===== src/rtl/core/hete_pkg.sv =====
// hete_pkg: types, codes and sizes shared by the hashed entry table with aging
// used by hete_ctrl, hete_dpath and hashed_entry_table_with_aging_core
`default_nettype none

package hete_pkg;

    localparam int TABLE_ENTRIES = 1024;
    localparam int IDX_W         = $clog2(TABLE_ENTRIES);
    localparam int TAG_W         = 32;

    localparam logic [1:0] OP_PROBE      = 2'd0;
    localparam logic [1:0] OP_STORE      = 2'd1;
    localparam logic [1:0] OP_NEW_SEARCH = 2'd2;
    localparam logic [1:0] OP_CLEAR      = 2'd3;

    localparam logic [1:0] BOUND_NONE  = 2'd0;
    localparam logic [1:0] BOUND_EXACT = 2'd1;

    typedef struct packed {
        logic [TAG_W-1:0] tag;
        logic [15:0]      score;
        logic [15:0]      eval;
        logic [15:0]      mv;
        logic [7:0]       depth;
        logic [1:0]       bound;
        logic [7:0]       age;
    } t_entry;

    typedef struct packed {
        logic load;
        logic exec;
        logic sweep;
    } t_dp_cmd;

    typedef struct packed {
        logic [1:0] op;
        logic       sweep_last;
        logic       out_free;
    } t_dp_status;

endpackage

`default_nettype wire


===== src/rtl/core/hete_ctrl.sv =====
// hete_ctrl: state machine that sequences clear sweeps, request intake and execution
// depends on hete_pkg
`default_nettype none

module hete_ctrl
    import hete_pkg::*;
(
    input  wire logic       i_clk,
    input  wire logic       i_rst_n,
    input  wire logic       i_valid,
    output logic            o_stall,
    input  wire t_dp_status i_status,
    output t_dp_cmd         o_cmd
);

    localparam logic [1:0] S_SWEEP = 2'd0;
    localparam logic [1:0] S_IDLE  = 2'd1;
    localparam logic [1:0] S_EXEC  = 2'd2;

    logic [1:0] r_state;
    logic [1:0] n_state;
    logic       accept;
    logic       exec_go;

    assign o_stall = (r_state != S_IDLE);
    assign accept  = i_valid && (r_state == S_IDLE);
    assign exec_go = (r_state == S_EXEC) && i_status.out_free;

    assign o_cmd.load  = accept;
    assign o_cmd.exec  = exec_go;
    assign o_cmd.sweep = (r_state == S_SWEEP);

    always_comb begin
        n_state = r_state;
        case (r_state)
            S_SWEEP: begin
                if (i_status.sweep_last) begin
                    n_state = S_IDLE;
                end
            end
            S_IDLE: begin
                if (accept) begin
                    n_state = S_EXEC;
                end
            end
            S_EXEC: begin
                if (exec_go) begin
                    n_state = (i_status.op == OP_CLEAR) ? S_SWEEP : S_IDLE;
                end
            end
            default: begin
                n_state = S_SWEEP;
            end
        endcase
    end

    always_ff @(posedge i_clk) begin
        if (!i_rst_n) begin
            r_state <= S_SWEEP;
        end else begin
            r_state <= n_state;
        end
    end

endmodule

`default_nettype wire


===== config.mk =====
export PLATFORM = sky130hd
export DESIGN_NAME = hete_ctrl
export DESIGN_NICKNAME = d
export VERILOG_FILES = /design/src/rtl/core/hete_pkg.sv /design/src/rtl/core/hete_ctrl.sv
export SDC_FILE = /design/constraint.sdc
export NUM_CORES = 1
export LEC_CHECK = 0
export BUFFER_PORTS_ARGS = -buffer_cell sky130_fd_sc_hd__buf_2
export CAP_MARGIN = 15
export CORE_AREA = 2 2 39 41
export DETAILED_ROUTE_END_ITERATION = 8
export DIE_AREA = 0 0 41 43
export GPL_TIMING_DRIVEN = 0
export PLACE_DENSITY = 0.37
export SYNTH_ARGS = -nofsm -noshare
export SYNTH_HDL_FRONTEND = slang
export SYNTH_SLANG_ARGS = --single-unit
export TNS_END_PERCENT = 1

===== constraint.sdc =====
create_clock -name i_clk -period 2.8 [get_ports i_clk]
set_clock_uncertainty 0.1 [all_clocks]
set_input_delay 0.42 -clock i_clk [delete_from_list [all_inputs] [get_ports i_clk]]
set_output_delay 0.42 -clock i_clk [all_outputs]
set_load 0.02 [all_outputs]

==> metrics.md <==
| Metric | Value |
|---|---|
| Crit Path Class | reg2out |
| Max stage delay on crit path | roughly 0.45 ns |
| Achievable frequency | 0.5888 GHz |
| CTS root buffer | clkbuf_4 |
| Top delay family on crit path | flip-flops |
| CP Launch Type | flip-flop |
| Top reg by flops | r_state |
| Largest regs | r_state x2 |
| Combinational share of power | 0.225 |
| DP Area | roughly 210 um2 |
| Routed Antenna Nets | 0 |
| Min-Delay Path Class | in2reg |
| R2R Setup Slk | 1.81 ns |
| Routed WL per cell | 7.587 um |
| Post-synthesis sequential area ratio | 0.2883 |
| Leading cell types in the layout, fill and taps excluded | buf_2, clkbuf_4, nor2_1, buf_4, dfxtp_1 |
| Max Cap Viol | 0 |
| Power share of the sequential group | 0.272 |
| Post-CTS sizing | 0 |
| Worst vdd ir | 0.1856 mV |
| Ys Warns | 0 |
| Die area | roughly 1800 um2 |
| Initial Utilization | 0.1004 |
| Worst hold path depth | 2 |
| Synth Cell Area | about 140 um2 |
| DRT Wirelength | 349 um |
| Yosys top cell area share | 0.2883 |
| Area occupied by multi-input gates | around 76 um2 |
| Clock slew at reported path FFs | 0.03 ns |
| Ratio of final minimum period to clock period | 0.6066 |
| Pre-Repair DR Iteration Count | 3 |
| Core area | 1384 um2 |
| Std-Cell Rows | 14 |
| Sink Count | 2 |
| Setup_tns | 0 ns |
| Met1 usage | 0.07006 |
| Yosys reg bits | 2 |
| Drt drc | 0 |
| Fill cells | between 150 and 200 |
| Final hold vios | 0 |
| Initial antenna violation count | 0 |
| Cells on worst reg2reg path | 3 |
| Total grt overflow | 0 |
| Die span in y | 43 um |
| Initial DRC Count | 3 |
| Nets | 39 |
| Synth area leaders | dfxtp_1, buf_4, nand2b_4, nor2_4, nor2_1 |
| Layer with the highest usage | met1 |
| Clock network fraction of total power | 0.504 |
| Pwr dens | 560.2 nW/um2 |
| Critical Path Stages | 4 |
| Switching share of power | 0.2884 |
| IO Pins | 11 |
| Place WS | 1.307 ns |
| Hold Crit Start | i_rst_n |
| Post-Place Cells | 43 |
| PortBufs | 10 |
| Finished Cell Area | approximately 230 um2 |
| Crit end category | output pin |
| Switching power | ~0.037 mW |
| Cells after Synth | 17 |
| CP max FO | 6 |
| DP HPWL | roughly 270 um |
| Vias in the first global route | 130 |
| TritonCTS clock tree | yes |
| Overall Global Routing Usage | 0.05205 |
| Cell Count, Final, Fillers Out | 46 |
| Share of layout cells above drive strength 1 | 0.6000 |
| CP max-delay cell | dfxtp_1 |
| Die W | between 40 and 50 um |
| Int Pwr | 0.09227 mW |
| Syn-to-layout area delta | 66.67% |
| Clock tree buffer depth | 2 |
| Setup Viol. Count Final | 0 |
| Met3 Resource Use GR | 0.04712 |
| R2r startpoint | r_state[0] |
| Gpl congestion | 0.5619 |
| Buffers & Inverters on Critical Path | 3 |
| Relative max-transition margin | 0.8264 |
| Worst Max-Slew Pin Slew | roughly 0.26 ns |
| Pins Over Slew Limit | 0 |
| Static leakage | about 0.12 nW |
| Global-route wire length before repair | 531 um |
| Commonest non-fill, non-tap cell in the layout | buf_2 |
| Worst Setup SP | r_state[0] |
| Post-synth top area cell | dfxtp_1 |
| Minimum clock period | 1.698 ns |
| Grt met2 use | 0.03750 |
| RSZ-0062 raised after global routing | false |
| Register area | 40.04 um2 |
| Post-synth net total | 24 |
| Worst Setup Slack, final | 1.102 ns |
| Vias/cell | 3.217 |
| CTS Hold Bufs | 0 |
| Largest net degree at the start of global routing | 7 |
| Crit path cell chain | inv_1 -> and3_1 -> buf_4 -> buf_2 |
| Worst skew pair latency | 0.23 ns |
| Number of flip-flops in the largest register | 2 |
| H-tree depth | 1 |
| CTS Buf Count | 3 |
| Status | finished, final reports clean |
| Synth cell types | 14 |
| Post-CTS Setup Repair Bufs | 0 |
| Syn avg cell area | 8.170 um2 |
| Vias | roughly 150 |
| Worst path required time | 2.28 ns |
| WP data arrival | 1.18 ns |
| N_diodes | 0 |
logic make-up (layout without fill, tap and decap cells):
group / after synthesis / after routing / synth area share
DFF: 2 / 2 / 0.2883
and+or+nand+nor: 7 / 7 / 0.3604
buffers and inverters: 4 / 17 / 0.1621
AOI/OAI and AO/OA: 4 / 4 / 0.1892
cell usage after synthesis:
master and count:
buf_4 2, dfxtp_1 2, nor2_1 2, a21oi_1 1
a31oi_1 1, and3_1 1, inv_1 1, inv_2 1
nand2_1 1, nand2b_4 1, nor2_4 1, nor3b_1 1
o21a_1 1, o31ai_1 1
per-stage QoR:
stage / utilization / hold WS (ns) / power, mW
6_report: 0.1673 / 0.3221 / 0.1297
3_3_place_gp: 0.1510 / 0.4991 / 0.06542
2_1_floorplan: - / 0.4377 / 0.05386
3_5_place_dp: 0.1510 / 0.4889 / 0.06520
4_1_cts: 0.1673 / 0.3145 / 0.1352
5_1_grt: 0.1673 / 0.3263 / 0.1407
layer usage:
metal,vias to the layer above,wire [um]
li1,82,-
met1,55,202
met2,11,99
met3,0,47
met4,0,0
met5,-,0
worst reg2reg max path, cell delays in order, from the launching register on:
cell     delay, ns
dfxtp_1       0.45
a21oi_1       0.11
a31oi_1       0.15
nor2_1        0.06
area by class of cell:
class / instances / area share
Multi-Input combinational cell: 11 / 0.3297
Timing Repair Buffer: 10 / 0.2162
Sequential cell: 2 / 0.1730
Clock buffer: 3 / 0.09730
Tap cell: 16 / 0.08649
Buffer: 2 / 0.06486
Inverter: 2 / 0.03243
final timing paths:
path,to
max reg2reg,r_state[0]
max,o_cmd[1]
min,r_state[1]
min reg2reg,r_state[0]
power groups by stage:
stage	Clock [mW]	Sequential, mW	Combinational, mW
2_1_floorplan	0	0.0347	0.0192
3_3_place_gp	0	0.0359	0.0296
3_5_place_dp	0	0.0356	0.0296
4_1_cts	0.0703	0.0352	0.0296
5_1_grt	0.0731	0.0356	0.0320
6_report	0.0653	0.0352	0.0292
(Power assumes the default switching activity.)
